`src/rtl/nmea_sentence_field_splitter_defines.svh`:
```
// Assertion helpers for the NMEA field splitter.
// Both macros sample on clk and are disabled while rst_n is low.
`ifndef NMEA_SENTENCE_FIELD_SPLITTER_DEFINES_SVH
`define NMEA_SENTENCE_FIELD_SPLITTER_DEFINES_SVH

`ifndef SYNTHESIS

// Same-cycle implication
`define NSFS_ASSERT_NOW(lbl, ante, cons) \
    lbl: assert property (@(posedge clk) disable iff (!rst_n) (ante) |-> (cons)) \
        else $error("nsfs assertion failed");

// Next-cycle implication
`define NSFS_ASSERT_NEXT(lbl, ante, cons) \
    lbl: assert property (@(posedge clk) disable iff (!rst_n) (ante) |=> (cons)) \
        else $error("nsfs assertion failed");

`else

`define NSFS_ASSERT_NOW(lbl, ante, cons)
`define NSFS_ASSERT_NEXT(lbl, ante, cons)

`endif

`endif

```
`src/rtl/nsfs_pkg.sv`:
```
package nsfs_pkg;

    // Sizing of the field counters
    localparam int FIELD_CHARS = 16;
    localparam int MAX_FIELDS  = 32;
    localparam int FIELD_CAP   = (MAX_FIELDS - 1 < 31) ? (MAX_FIELDS - 1) : 31;
    localparam int CHAR_CAP    = (FIELD_CHARS - 1 < 15) ? (FIELD_CHARS - 1) : 15;
    localparam logic [4:0] FIELD_LIMIT = FIELD_CAP[4:0];
    localparam logic [3:0] CHAR_LIMIT  = CHAR_CAP[3:0];

    // Queue sizing shared by the front and back queues
    localparam int QUEUE_DEPTH = 2;
    localparam int PTR_W       = (QUEUE_DEPTH > 1) ? $clog2(QUEUE_DEPTH) : 1;
    localparam int CNT_W       = $clog2(QUEUE_DEPTH + 1);

    // Sentence kinds
    typedef logic [1:0] kind_t;
    localparam kind_t KIND_NONE = 2'd0;
    localparam kind_t KIND_GGA  = 2'd1;
    localparam kind_t KIND_RMC  = 2'd2;
    localparam kind_t KIND_GLL  = 2'd3;

    // Special characters
    localparam logic [7:0] CH_DOLLAR  = 8'h24;
    localparam logic [7:0] CH_COMMA   = 8'h2C;
    localparam logic [7:0] CH_STAR    = 8'h2A;
    localparam logic [7:0] CH_NEWLINE = 8'h0A;

    // Type tags, first character in the top byte
    localparam logic [23:0] TAG_GGA = {8'h47, 8'h47, 8'h41};
    localparam logic [23:0] TAG_RMC = {8'h52, 8'h4D, 8'h43};
    localparam logic [23:0] TAG_GLL = {8'h47, 8'h4C, 8'h4C};

    // Type capture window within the six-byte header
    localparam logic [2:0] TYPE_POS_FIRST = 3'd3;
    localparam logic [2:0] TYPE_POS_MID   = 3'd4;
    localparam logic [2:0] TYPE_POS_LAST  = 3'd5;
    localparam logic [2:0] TYPE_POS_END   = 3'd6;

    // Configuration register indexes
    localparam int CFG_IDX_W = 2;
    localparam logic [CFG_IDX_W-1:0] CFG_ENABLE_GGA = 2'd0;
    localparam logic [CFG_IDX_W-1:0] CFG_ENABLE_RMC = 2'd1;
    localparam logic [CFG_IDX_W-1:0] CFG_ENABLE_GLL = 2'd2;

    typedef struct packed {
        logic gga;
        logic rmc;
        logic gll;
    } cfg_t;

    // Byte classes decided by the front end
    typedef enum logic [1:0] {
        CLS_OTHER,
        CLS_DOLLAR,
        CLS_SEP,
        CLS_EOL
    } byte_class_t;

    typedef struct packed {
        byte_class_t cls;
        logic [7:0]  data;
    } item_t;

    // Field map codes
    typedef logic [1:0] map_t;
    localparam map_t MAP_NONE = 2'd0;
    localparam map_t MAP_ADV  = 2'd1;
    localparam map_t MAP_HOLD = 2'd2;

    typedef struct packed {
        logic       capture_valid;
        kind_t      sentence_kind;
        logic [4:0] field_number;
        logic [3:0] char_position;
        logic [7:0] data_byte;
        logic       type_detected;
        logic       sentence_done;
    } result_t;

    // Which fields each sentence kind captures, and whether they count chars
    function automatic map_t field_map(input kind_t kind, input logic [4:0] field);
        map_t code;
        code = MAP_NONE;
        unique case (kind)
            KIND_GGA:
            begin
                if (field == 5'd3 || field == 5'd5 || field == 5'd6)
                    code = MAP_HOLD;
                else if ((field >= 5'd1 && field <= 5'd12) || field == 5'd15)
                    code = MAP_ADV;
            end
            KIND_RMC:
            begin
                if ((field >= 5'd1 && field <= 5'd11) || field == 5'd13)
                    code = MAP_ADV;
            end
            KIND_GLL:
            begin
                if (field >= 5'd1 && field <= 5'd8)
                    code = MAP_ADV;
            end
            KIND_NONE:
            begin
                code = MAP_NONE;
            end
        endcase
        return code;
    endfunction

endpackage

```
`src/rtl/nsfs_front.sv`:
```
module nsfs_front
    import nsfs_pkg::*;
(
    input  logic       clk,
    input  logic       rst_n,
    input  logic       push,
    input  logic [7:0] rx_byte,
    output logic       full,
    output logic       item_valid,
    output item_t      item,
    input  logic       item_take
);

    item_t              q_mem_reg [QUEUE_DEPTH];
    logic [PTR_W-1:0]   wr_ptr_reg, wr_ptr_next;
    logic [PTR_W-1:0]   rd_ptr_reg, rd_ptr_next;
    logic [CNT_W-1:0]   count_reg, count_next;
    item_t              new_item;
    logic               push_ok;
    logic               take_ok;

    // Classify the incoming byte
    always_comb
    begin
        new_item.data = rx_byte;
        if (rx_byte == CH_DOLLAR)
            new_item.cls = CLS_DOLLAR;
        else if (rx_byte == CH_COMMA || rx_byte == CH_STAR)
            new_item.cls = CLS_SEP;
        else if (rx_byte == CH_NEWLINE)
            new_item.cls = CLS_EOL;
        else
            new_item.cls = CLS_OTHER;
    end

    assign full       = (count_reg == CNT_W'(QUEUE_DEPTH));
    assign item_valid = (count_reg != '0);
    assign item       = q_mem_reg[rd_ptr_reg];
    assign push_ok    = push && !full;
    assign take_ok    = item_take && item_valid;

    // Pointer and fill bookkeeping
    always_comb
    begin
        wr_ptr_next = wr_ptr_reg;
        rd_ptr_next = rd_ptr_reg;
        count_next  = count_reg;
        if (push_ok)
            wr_ptr_next = (wr_ptr_reg == PTR_W'(QUEUE_DEPTH - 1)) ? '0 : wr_ptr_reg + 1'b1;
        if (take_ok)
            rd_ptr_next = (rd_ptr_reg == PTR_W'(QUEUE_DEPTH - 1)) ? '0 : rd_ptr_reg + 1'b1;
        if (push_ok && !take_ok)
            count_next = count_reg + 1'b1;
        else if (take_ok && !push_ok)
            count_next = count_reg - 1'b1;
    end

    always_ff @(posedge clk or negedge rst_n)
    begin
        if (!rst_n)
        begin
            wr_ptr_reg <= '0;
            rd_ptr_reg <= '0;
            count_reg  <= '0;
        end
        else
        begin
            wr_ptr_reg <= wr_ptr_next;
            rd_ptr_reg <= rd_ptr_next;
            count_reg  <= count_next;
        end
    end

    // Queue storage
    always_ff @(posedge clk)
    begin
        if (push_ok)
            q_mem_reg[wr_ptr_reg] <= new_item;
    end

endmodule

```
`src/rtl/nsfs_back.sv`:
```
module nsfs_back
    import nsfs_pkg::*;
(
    input  logic    clk,
    input  logic    rst_n,
    input  cfg_t    cfg,
    input  logic    item_valid,
    input  item_t   item,
    output logic    item_take,
    output logic    empty,
    input  logic    pop,
    output result_t result
);

    // Parser state
    logic             type_capturing_reg, type_capturing_next;
    logic [2:0]       type_pos_reg, type_pos_next;
    logic [23:0]      type_chars_reg, type_chars_next;
    kind_t            current_kind_reg, current_kind_next;
    logic [4:0]       field_count_reg, field_count_next;
    logic [3:0]       char_count_reg, char_count_next;

    // Result queue
    result_t          q_mem_reg [QUEUE_DEPTH];
    logic [PTR_W-1:0] wr_ptr_reg, wr_ptr_next;
    logic [PTR_W-1:0] rd_ptr_reg, rd_ptr_next;
    logic [CNT_W-1:0] count_reg, count_next;
    logic             out_full;
    logic             pop_ok;

    // Decode helpers
    logic             kind_en;
    logic             cap_start;
    logic             cap_act;
    logic [2:0]       pos_cur;
    logic [2:0]       pos_adv;
    logic [23:0]      chars_w;
    kind_t            match_kind;
    map_t             map_code;
    result_t          res;

    assign out_full  = (count_reg == CNT_W'(QUEUE_DEPTH));
    assign empty     = (count_reg == '0);
    assign item_take = item_valid && !out_full;
    assign pop_ok    = pop && !empty;
    assign result    = q_mem_reg[rd_ptr_reg];

    // Is the current kind still enabled
    always_comb
    begin
        unique case (current_kind_reg)
            KIND_GGA:  kind_en = cfg.gga;
            KIND_RMC:  kind_en = cfg.rmc;
            KIND_GLL:  kind_en = cfg.gll;
            KIND_NONE: kind_en = 1'b0;
        endcase
    end

    // Type capture path
    always_comb
    begin
        cap_start = (item.cls == CLS_DOLLAR);
        cap_act   = cap_start || type_capturing_reg;
        pos_cur   = cap_start ? 3'd0 : type_pos_reg;
        pos_adv   = pos_cur + 3'd1;
        chars_w   = type_chars_reg;
        if (pos_cur == TYPE_POS_FIRST)
            chars_w[23:16] = item.data;
        else if (pos_cur == TYPE_POS_MID)
            chars_w[15:8] = item.data;
        else if (pos_cur == TYPE_POS_LAST)
            chars_w[7:0] = item.data;

        priority if (chars_w == TAG_GLL && cfg.gll)
            match_kind = KIND_GLL;
        else if (chars_w == TAG_RMC && cfg.rmc)
            match_kind = KIND_RMC;
        else if (chars_w == TAG_GGA && cfg.gga)
            match_kind = KIND_GGA;
        else
            match_kind = KIND_NONE;
    end

    assign map_code = field_map(current_kind_reg, field_count_reg);

    // Per-beat state update and result
    always_comb
    begin
        type_capturing_next = type_capturing_reg;
        type_pos_next       = type_pos_reg;
        type_chars_next     = type_chars_reg;
        current_kind_next   = current_kind_reg;
        field_count_next    = field_count_reg;
        char_count_next     = char_count_reg;
        res                 = '0;

        if (item_take)
        begin
            if (current_kind_reg == KIND_NONE)
            begin
                // hunting for a sentence header
                if (cap_act)
                begin
                    type_capturing_next = 1'b1;
                    type_pos_next       = pos_adv;
                    type_chars_next     = chars_w;
                    if (pos_adv >= TYPE_POS_END)
                    begin
                        type_capturing_next = 1'b0;
                        current_kind_next   = match_kind;
                        if (match_kind != KIND_NONE)
                        begin
                            res.type_detected = 1'b1;
                            res.sentence_kind = match_kind;
                        end
                    end
                end
            end
            else if (kind_en)
            begin
                unique case (item.cls)
                    CLS_SEP:
                    begin
                        char_count_next = '0;
                        if (field_count_reg < FIELD_LIMIT)
                            field_count_next = field_count_reg + 5'd1;
                    end
                    CLS_EOL:
                    begin
                        res.sentence_done   = 1'b1;
                        res.sentence_kind   = current_kind_reg;
                        char_count_next     = '0;
                        field_count_next    = '0;
                        current_kind_next   = KIND_NONE;
                        type_capturing_next = 1'b1;
                        type_pos_next       = '0;
                    end
                    CLS_OTHER, CLS_DOLLAR:
                    begin
                        if (map_code != MAP_NONE)
                        begin
                            res.capture_valid = 1'b1;
                            res.sentence_kind = current_kind_reg;
                            res.field_number  = field_count_reg;
                            res.char_position = char_count_reg;
                            res.data_byte     = item.data;
                            if (map_code == MAP_ADV && char_count_reg < CHAR_LIMIT)
                                char_count_next = char_count_reg + 4'd1;
                        end
                    end
                endcase
            end
        end
    end

    // Result queue bookkeeping
    always_comb
    begin
        wr_ptr_next = wr_ptr_reg;
        rd_ptr_next = rd_ptr_reg;
        count_next  = count_reg;
        if (item_take)
            wr_ptr_next = (wr_ptr_reg == PTR_W'(QUEUE_DEPTH - 1)) ? '0 : wr_ptr_reg + 1'b1;
        if (pop_ok)
            rd_ptr_next = (rd_ptr_reg == PTR_W'(QUEUE_DEPTH - 1)) ? '0 : rd_ptr_reg + 1'b1;
        if (item_take && !pop_ok)
            count_next = count_reg + 1'b1;
        else if (pop_ok && !item_take)
            count_next = count_reg - 1'b1;
    end

    always_ff @(posedge clk or negedge rst_n)
    begin
        if (!rst_n)
        begin
            type_capturing_reg <= 1'b0;
            type_pos_reg       <= '0;
            type_chars_reg     <= '0;
            current_kind_reg   <= KIND_NONE;
            field_count_reg    <= '0;
            char_count_reg     <= '0;
            wr_ptr_reg         <= '0;
            rd_ptr_reg         <= '0;
            count_reg          <= '0;
        end
        else
        begin
            type_capturing_reg <= type_capturing_next;
            type_pos_reg       <= type_pos_next;
            type_chars_reg     <= type_chars_next;
            current_kind_reg   <= current_kind_next;
            field_count_reg    <= field_count_next;
            char_count_reg     <= char_count_next;
            wr_ptr_reg         <= wr_ptr_next;
            rd_ptr_reg         <= rd_ptr_next;
            count_reg          <= count_next;
        end
    end

    // Result storage
    always_ff @(posedge clk)
    begin
        if (item_take)
            q_mem_reg[wr_ptr_reg] <= res;
    end

endmodule

```
`src/rtl/nmea_sentence_field_splitter.sv`:
```
// NMEA 0183 sentence field splitter. Push one received byte per beat; every
// byte yields exactly one result beat on the output queue, in order. A '$'
// header selects GGA, RMC or GLL (if enabled through cfg_we/cfg_index/
// cfg_data: index 0 GGA, 1 RMC, 2 GLL), after which ',' and '*' step the
// field number and newline ends the sentence with sentence_done. Bytes of
// fields the sentence kind captures come out with capture_valid, kind, field
// number and character position; other beats carry zero field number,
// character position and data byte. A byte is taken every clock while full
// is low, so one byte per cycle is sustained; full only rises when the
// result side stops popping and both two-entry queues back up. An accepted
// byte is stored in the classify queue; the combinational decode then writes
// its result into the result queue once that queue has room, and the result
// waits at the output until popped.
// Change the enables only while no byte is in flight.
`include "nmea_sentence_field_splitter_defines.svh"

module nmea_sentence_field_splitter
    import nsfs_pkg::*;
(
    input  logic                 clk,
    input  logic                 rst_n,
    input  logic                 push,
    input  logic [7:0]           rx_byte,
    output logic                 full,
    output logic                 empty,
    input  logic                 pop,
    input  logic                 cfg_we,
    input  logic [CFG_IDX_W-1:0] cfg_index,
    input  logic                 cfg_data,
    output logic                 capture_valid,
    output logic [1:0]           sentence_kind,
    output logic [4:0]           field_number,
    output logic [3:0]           char_position,
    output logic [7:0]           data_byte,
    output logic                 type_detected,
    output logic                 sentence_done
);

    cfg_t    cfg_reg, cfg_next;
    logic    fq_valid;
    item_t   fq_item;
    logic    fq_take;
    result_t bq_result;

    // Enable registers
    always_comb
    begin
        cfg_next = cfg_reg;
        if (cfg_we)
        begin
            unique case (cfg_index)
                CFG_ENABLE_GGA: cfg_next.gga = cfg_data;
                CFG_ENABLE_RMC: cfg_next.rmc = cfg_data;
                CFG_ENABLE_GLL: cfg_next.gll = cfg_data;
                default:        cfg_next     = cfg_reg;
            endcase
        end
    end

    always_ff @(posedge clk or negedge rst_n)
    begin
        if (!rst_n)
        begin
            cfg_reg.gga <= 1'b0;
            cfg_reg.rmc <= 1'b1;
            cfg_reg.gll <= 1'b0;
        end
        else
        begin
            cfg_reg <= cfg_next;
        end
    end

    // Byte classification and queue
    nsfs_front u_front (
        .clk        (clk),
        .rst_n      (rst_n),
        .push       (push),
        .rx_byte    (rx_byte),
        .full       (full),
        .item_valid (fq_valid),
        .item       (fq_item),
        .item_take  (fq_take)
    );

    // Sentence decode and result queue
    nsfs_back u_back (
        .clk        (clk),
        .rst_n      (rst_n),
        .cfg        (cfg_reg),
        .item_valid (fq_valid),
        .item       (fq_item),
        .item_take  (fq_take),
        .empty      (empty),
        .pop        (pop),
        .result     (bq_result)
    );

    assign capture_valid = bq_result.capture_valid;
    assign sentence_kind = bq_result.sentence_kind;
    assign field_number  = bq_result.field_number;
    assign char_position = bq_result.char_position;
    assign data_byte     = bq_result.data_byte;
    assign type_detected = bq_result.type_detected;
    assign sentence_done = bq_result.sentence_done;

    // Checks
    `NSFS_ASSERT_NEXT(a_no_result_from_nothing, empty && !fq_valid, empty)
    `NSFS_ASSERT_NOW(a_full_has_item, full, fq_valid)
    `NSFS_ASSERT_NOW(a_capture_has_kind, !empty && capture_valid, sentence_kind != KIND_NONE)
    `NSFS_ASSERT_NOW(a_idle_fields_zero, !empty && !capture_valid, field_number == 5'd0 && char_position == 4'd0 && data_byte == 8'd0)

endmodule

```
`config.mk`:
```
export PLATFORM = sky130hd
export DESIGN_NAME = nmea_sentence_field_splitter
export DESIGN_NICKNAME = d
export VERILOG_FILES = /design/src/rtl/nsfs_pkg.sv /design/src/rtl/nsfs_front.sv /design/src/rtl/nsfs_back.sv /design/src/rtl/nmea_sentence_field_splitter.sv
export VERILOG_INCLUDE_DIRS = /design/src /design/src/rtl
export SDC_FILE = /design/constraint.sdc
export NUM_CORES = 1
export LEC_CHECK = 0
export BUFFER_PORTS_ARGS = -buffer_cell sky130_fd_sc_hd__buf_2
export CORE_ASPECT_RATIO = 0.9
export CORE_MARGIN = 5
export CORE_UTILIZATION = 40
export CTS_CLUSTER_SIZE = 25
export DETAILED_ROUTE_END_ITERATION = 6
export GPL_ROUTABILITY_DRIVEN = 1
export GPL_TIMING_DRIVEN = 0
export PLACE_DENSITY = 0.65
export SETUP_SLACK_MARGIN = 0.15
export SLEW_MARGIN = 20
export SYNTH_ARGS = -nofsm -noshare
export SYNTH_HDL_FRONTEND = slang
export SYNTH_SLANG_ARGS = --single-unit
```
`constraint.sdc`:
```
create_clock -name clk -period 7.35 [get_ports clk]
set_input_delay 0.3675 -clock clk [delete_from_list [all_inputs] [get_ports clk]]
set_output_delay 0.3675 -clock clk [all_outputs]
set_load 0.01 [all_outputs]
```
Word level (Yosys, flattened, before mapping)
Memory sizes are Yosys's and may differ from the RTL's.
Index checks and enable logic that the tools add are counted.
Storage, ports and cells
  register bits after elaboration: 50
  RAM bits: 64
  output and inout bits: 24
  memories kept: 2
Cells by class
  add/sub/neg operators: 11
  magnitude comparators: 7
  equality and inequality tests: 31
  multiplexer cells: 68
  bitwise logic cells: 1
  reduce and logical (&&, ||, !) cells: 50
Memory list
  u_back.q_mem_reg: depth 2, bits a word 22, rd ports 1, clocked after memory_dff 0, write ports 1, RTL line nsfs_back.sv:24  | result_t q_mem_reg [QUEUE_DEPTH];
  u_front.q_mem_reg: depth 2, bits a word 10, rd ports 1, clocked after memory_dff 0, write ports 1, RTL line nsfs_front.sv:14  | item_t q_mem_reg [QUEUE_DEPTH];
Operator list (count)
  $eq 24x23->1 const B: 3
  $mux 20: 2
  $mux 2: 19
  $mux 17: 2
  $mux 8: 4
  $mux 1: 26
  $eq 8x6->1 const B: 3
  $mux 22: 1
  $mux 16: 1
  $reduce_bool 2->1: 8
  $le 5x4->1 const B: 3
  $logic_and 1x1->1: 15
  $mux 3: 5
  $reduce_and 5->1: 3
  $eq 2x2->1 const B: 7
  $eq 5x3->1 const B: 2
  $eq 5x4->1 const B: 2
  $pmux 5 s2: 1
  $eq 2x1->1 const B: 4
  $eq 8x4->1 const B: 1
  $logic_not 2->1: 4
  $mux 4: 2
  $ne 2x1->1 const B: 4
  $pmux 2 s4: 1
  25 further kinds: 45

Longest topological paths before layout
An unclocked memory read counts as a cell.
  word-level depth: 18
  mapped depth: 15
  gate-level depth less buffers: 13

By module
A second synthesis with hierarchy kept.
Second synthesis, totals
  cell total of the unflattened synthesis: 437
  area total of the unflattened synthesis: 5607.9 um^2
Modules (own cells, without submodules)
  nsfs_back: times used 1, cells an instance 370, area each 4488.1 um^2, seq. area each 2397.3 um^2
  nsfs_front: times used 1, cells an instance 58, area each 982.2 um^2, seq. area each 700.7 um^2
  nmea_sentence_field_splitter: times used 1, cells an instance 9, area each 137.6 um^2, seq. area each 76.3 um^2

Worst setup path before layout
Ideal clock, no wire load.
  kind: reg-to-reg
  start point: register u_front.rd_ptr_reg
  end point: memory u_back.q_mem_reg[0][1] in the netlist's numbering (data pin)
  data arrival time: 2.900 ns
  setup slack: 4.292 ns
  cell stages (with the launch flop): 15
  path buffers: 1
  period minus slack after synthesis: 3.058 ns
  cell sequence: dfrtp_1 > nor3b_1 > nor2_1 > nand2_1 > inv_1 > ha_1 > ha_1 > clkbuf_1 > nor4b_4 > nand4_4 > mux2i_1 > a2111oi_2 > nand4_1 > a21boi_1 > a21oi_1
RTL lines
  start, declared: RTL line nsfs_front.sv:16  | logic [PTR_W-1:0] rd_ptr_reg, rd_ptr_next;
  start signal, assigned: RTL line nsfs_front.sv:69  | rd_ptr_reg <= rd_ptr_next;
  end, declared: RTL line nsfs_back.sv:24

==> flow_metrics.py <==
metrics = {
    "power_and_ir_drop": {
        "peakVddDrop_uv": 365,
        "powerDensity_mw_per_mm2": 448,
        "leakage_uw": 0.00251,
    },
    "grt": {
        "gr-total-overflow": 0,
        "grt_pass1_wl_um": 18000,
        "grt_pass1_vias": 3560,
        "track_usage_pct": 14.4,
        "grt_max_degree": 29,
        "antenna_found_initial": 0,
    },
    "synth": {
        "syn_inst": 441,
        "yosysTopAreaCellShare_pct": 36.1,
        "synth.distinct_cells": 67,
        "synth_area_leaders": "edfxtp_1 (36%), dfrtp_1 (23%), mux2_2 (6.1%), nor2_1 (3.7%), ha_1 (2.6%)",
        "synth.cell_area_mm2": 0.00532,
        "yosys.area.top_type": "edfxtp_1",
        "synth_seq_cells": 114,
        "ys_async_sr_fraction_pct": 43.9,
        "syn_nets": 468,
        "synth-main-ff-cell": "edfxtp_1",
        "synth_area_per_cell_um2": 12.1,
        "yosysWarnings": 0,
        "yosysSeqAreaShare_pct": 59.6,
        "synth_edf_count": 64,
    },
    "cts": {
        "cts_resized": 0,
        "cts_tree": "yes",
        "cts.reportedPaths.clkPinSlew_ns": 0.05,
        "clk_path_buf_depth": 2,
        "clkSinkCount": 114,
        "holdBufCountCts": 1,
        "cts-root-buf": "clkbuf_16",
        "htree_levels": 4,
        "numCtsBuffers": 17,
        "post_cts.repair.setup_buffers": 0,
        "insertion_delay_ns": 0.41,
    },
    "placement": {
        "io_buffers": 39,
        "place_hpwl_um": 7800,
        "globalplace.congestion": 0.813,
        "post_dp_cell_area_mm2": 0.00576,
    },
    "run_status": {
        "outcome": "finished, final reports clean",
    },
    "timing": {
        "slew_headroom_pct": 42.5,
        "fin_tns_setup_ns": 0,
        "period_share_pct": 49.4,
        "fin_worst_skew_ns": 0.0100,
        "hold_viol": 0,
        "rsz0062_at_grt": "false",
        "slew_violations": 0,
        "setup_viol_count_final": 0,
        "min_period_ns": 3.63,
        "tightest_slew_ns": 0.859,
        "timing.fmax_mhz": 275,
    },
    "run": {
        "maxCapViolCount": 0,
    },
    "die": {
        "die_h_um": 119,
        "core-area_mm2": 0.0132,
        "start_util_pct": 40.3,
        "num_rows": 40,
        "die-area_mm2": 0.0157,
        "io_pins": 40,
        "die_w_um": 132,
    },
    "route": {
        "ant_nets": 0,
        "drc": 0,
        "wirelength_um": 10900,
        "drt_iter0_markers": 238,
        "via_count": 3590,
        "routed_via_density": 5.26,
        "dr.pass1.iters": 7,
        "post_drt_wl_per_cell_um": 16.0,
    },
    "worst_setup_path": {
        "crit_slowest_cell": "nor4b_4",
        "cpPeakStageDelay_ns": 0.46,
        "cp_top_family": "simple AND/OR/NAND/NOR gates",
        "crit_path_cell_trace": "nor3b_1 -> nor2_1 -> nand2_1 -> inv_1 -> ha_1 -> ha_1 -> clkbuf_1 -> nor4b_4 -> nand4_4 -> mux2i_1 -> a2111oi_2 -> nand4_1 -> a21boi_1 -> o2bb2ai_1",
        "path_class": "reg2reg",
        "crit_path_frequent_cell": "ha_1",
        "setup.worst_path.end_class": "flop",
        "cp.buffers_inverters": 2,
        "worst_ep_arrival_time_ns": 3.84,
        "cp-start-kind": "flop",
        "path_max_fanout": 10,
        "cp.required_ns": 7.55,
    },
    "final_layout": {
        "layout.nets": 528,
        "largest_reg_flops": 44,
        "final_area_mm2": 0.00640,
        "syn2layout_area_growth_pct": 20.3,
        "diodes": 0,
        "drive_above_1_share_pct": 23.7,
    },
    "hold_path": {
        "hold_path.class": "in2reg",
    },
}
## placed cells by master, fill, tap and decap left out, drive strengths merged, types with 6 or more instances in the layout
cell type / synthesis / layout
clkbuf: 6 / 24
ha: 11 / 11
nor2: 53 / 53
nand3b: 7 / 7
clkinv: 1 / 6
o21ai: 23 / 23
a21oi: 27 / 27
and2: 7 / 7
xnor2: 8 / 8
dfrtp: 49 / 49
edfxtp: 64 / 64
nand3: 7 / 7
nand2: 31 / 31
mux2i: 13 / 13
nor3: 6 / 6
buf: 8 / 48
inv: 20 / 23
mux2: 29 / 29
## metal layers
metal / vias up / track usage [%] / part of all wire, % / wire (um)
met5: - / 0 / 0 / 0
met4: 0 / 5.46 / 1.3 / 146
met3: 17 / 4.35 / 6.0 / 657
met2: 111 / 22.4 / 46 / 5050
met1: 1719 / 19.0 / 47 / 5090
li1: 1743 / - / - / -
## metrics by stage
stage	cells	setup WS [ns]	hold WS (ns)	power [uW]	utilization, %
2_1_floorplan	441	4.29	0.0719	1710	-
6_report	682	3.72	0.160	2870	48.5
3_3_place_gp	648	3.87	0.457	1970	43.4
4_1_cts	682	3.71	0.147	2900	48.4
5_1_grt	682	3.39	0.148	3040	48.5
3_5_place_dp	649	3.74	0.389	2010	43.6
## final timing paths
kind	from	endpoint	slack (ns)	cells after the start
setup / recovery	u_front.rd_ptr_reg	u_back.q_mem_reg[1][19]	3.72	14
hold / removal	rx_byte[4]	u_front.q_mem_reg[1][4]	0.16	1
setup reg to reg	u_front.rd_ptr_reg	u_back.q_mem_reg[1][19]	3.72	14
hold reg to reg	u_back.type_chars_reg[17]	u_back.type_chars_reg[17]	0.48	2
max in group asynchronous	rst_n	u_back.current_kind_reg[0]	6.32	3
min in group asynchronous	rst_n	u_back.type_chars_reg[13]	0.48	2
## layout make-up
type / instances / area (um2)
timing repair buffer: 41 / 225
fill: 1190 / 6810
tap: 168 / 210
sequential: 114 / 3170
buffer: 14 / 71.3
clock buffer: 18 / 429
inverter: 21 / 78.8
multi-input combinational: 292 / 2010
clock inverter: 14 / 205
## cells by family after synthesis
| family | Yosys count | synth area share (%) |
|---|---|---|
| and+or+nand+nor | 146 | 14.5 |
| xor gates and xnor gates | 12 | 1.97 |
| muxes | 42 | 8.65 |
| DFF | 114 | 59.6 |
| buffers and inverters | 35 | 2.82 |
| adders and majority gates | 11 | 2.59 |
| AOI/OAI and AO/OA | 81 | 9.85 |
## where the power goes
part	internal, uW	switching, uW
sequential	970	126
combinational	375	525
clock	572	302
total	1920	953
## cells in the mapped netlist, types with 4 or more instances
master	number
nand3b_1	7
xnor2_1	8
nand3_1	7
a22o_1	4
dfrtp_1	49
nor4b_1	4
edfxtp_1	64
nor3_1	6
nor3b_1	5
clkbuf_1	5
mux2_2	29
and2_1	7
ha_1	11
inv_1	20
o21ai_0	21
nand2_1	31
xor2_1	4
a21oi_1	26
mux2i_1	12
nor2_1	53
buf_2	5
nand4_1	4
No activity file was read; power rests on OpenSTA's default activity.
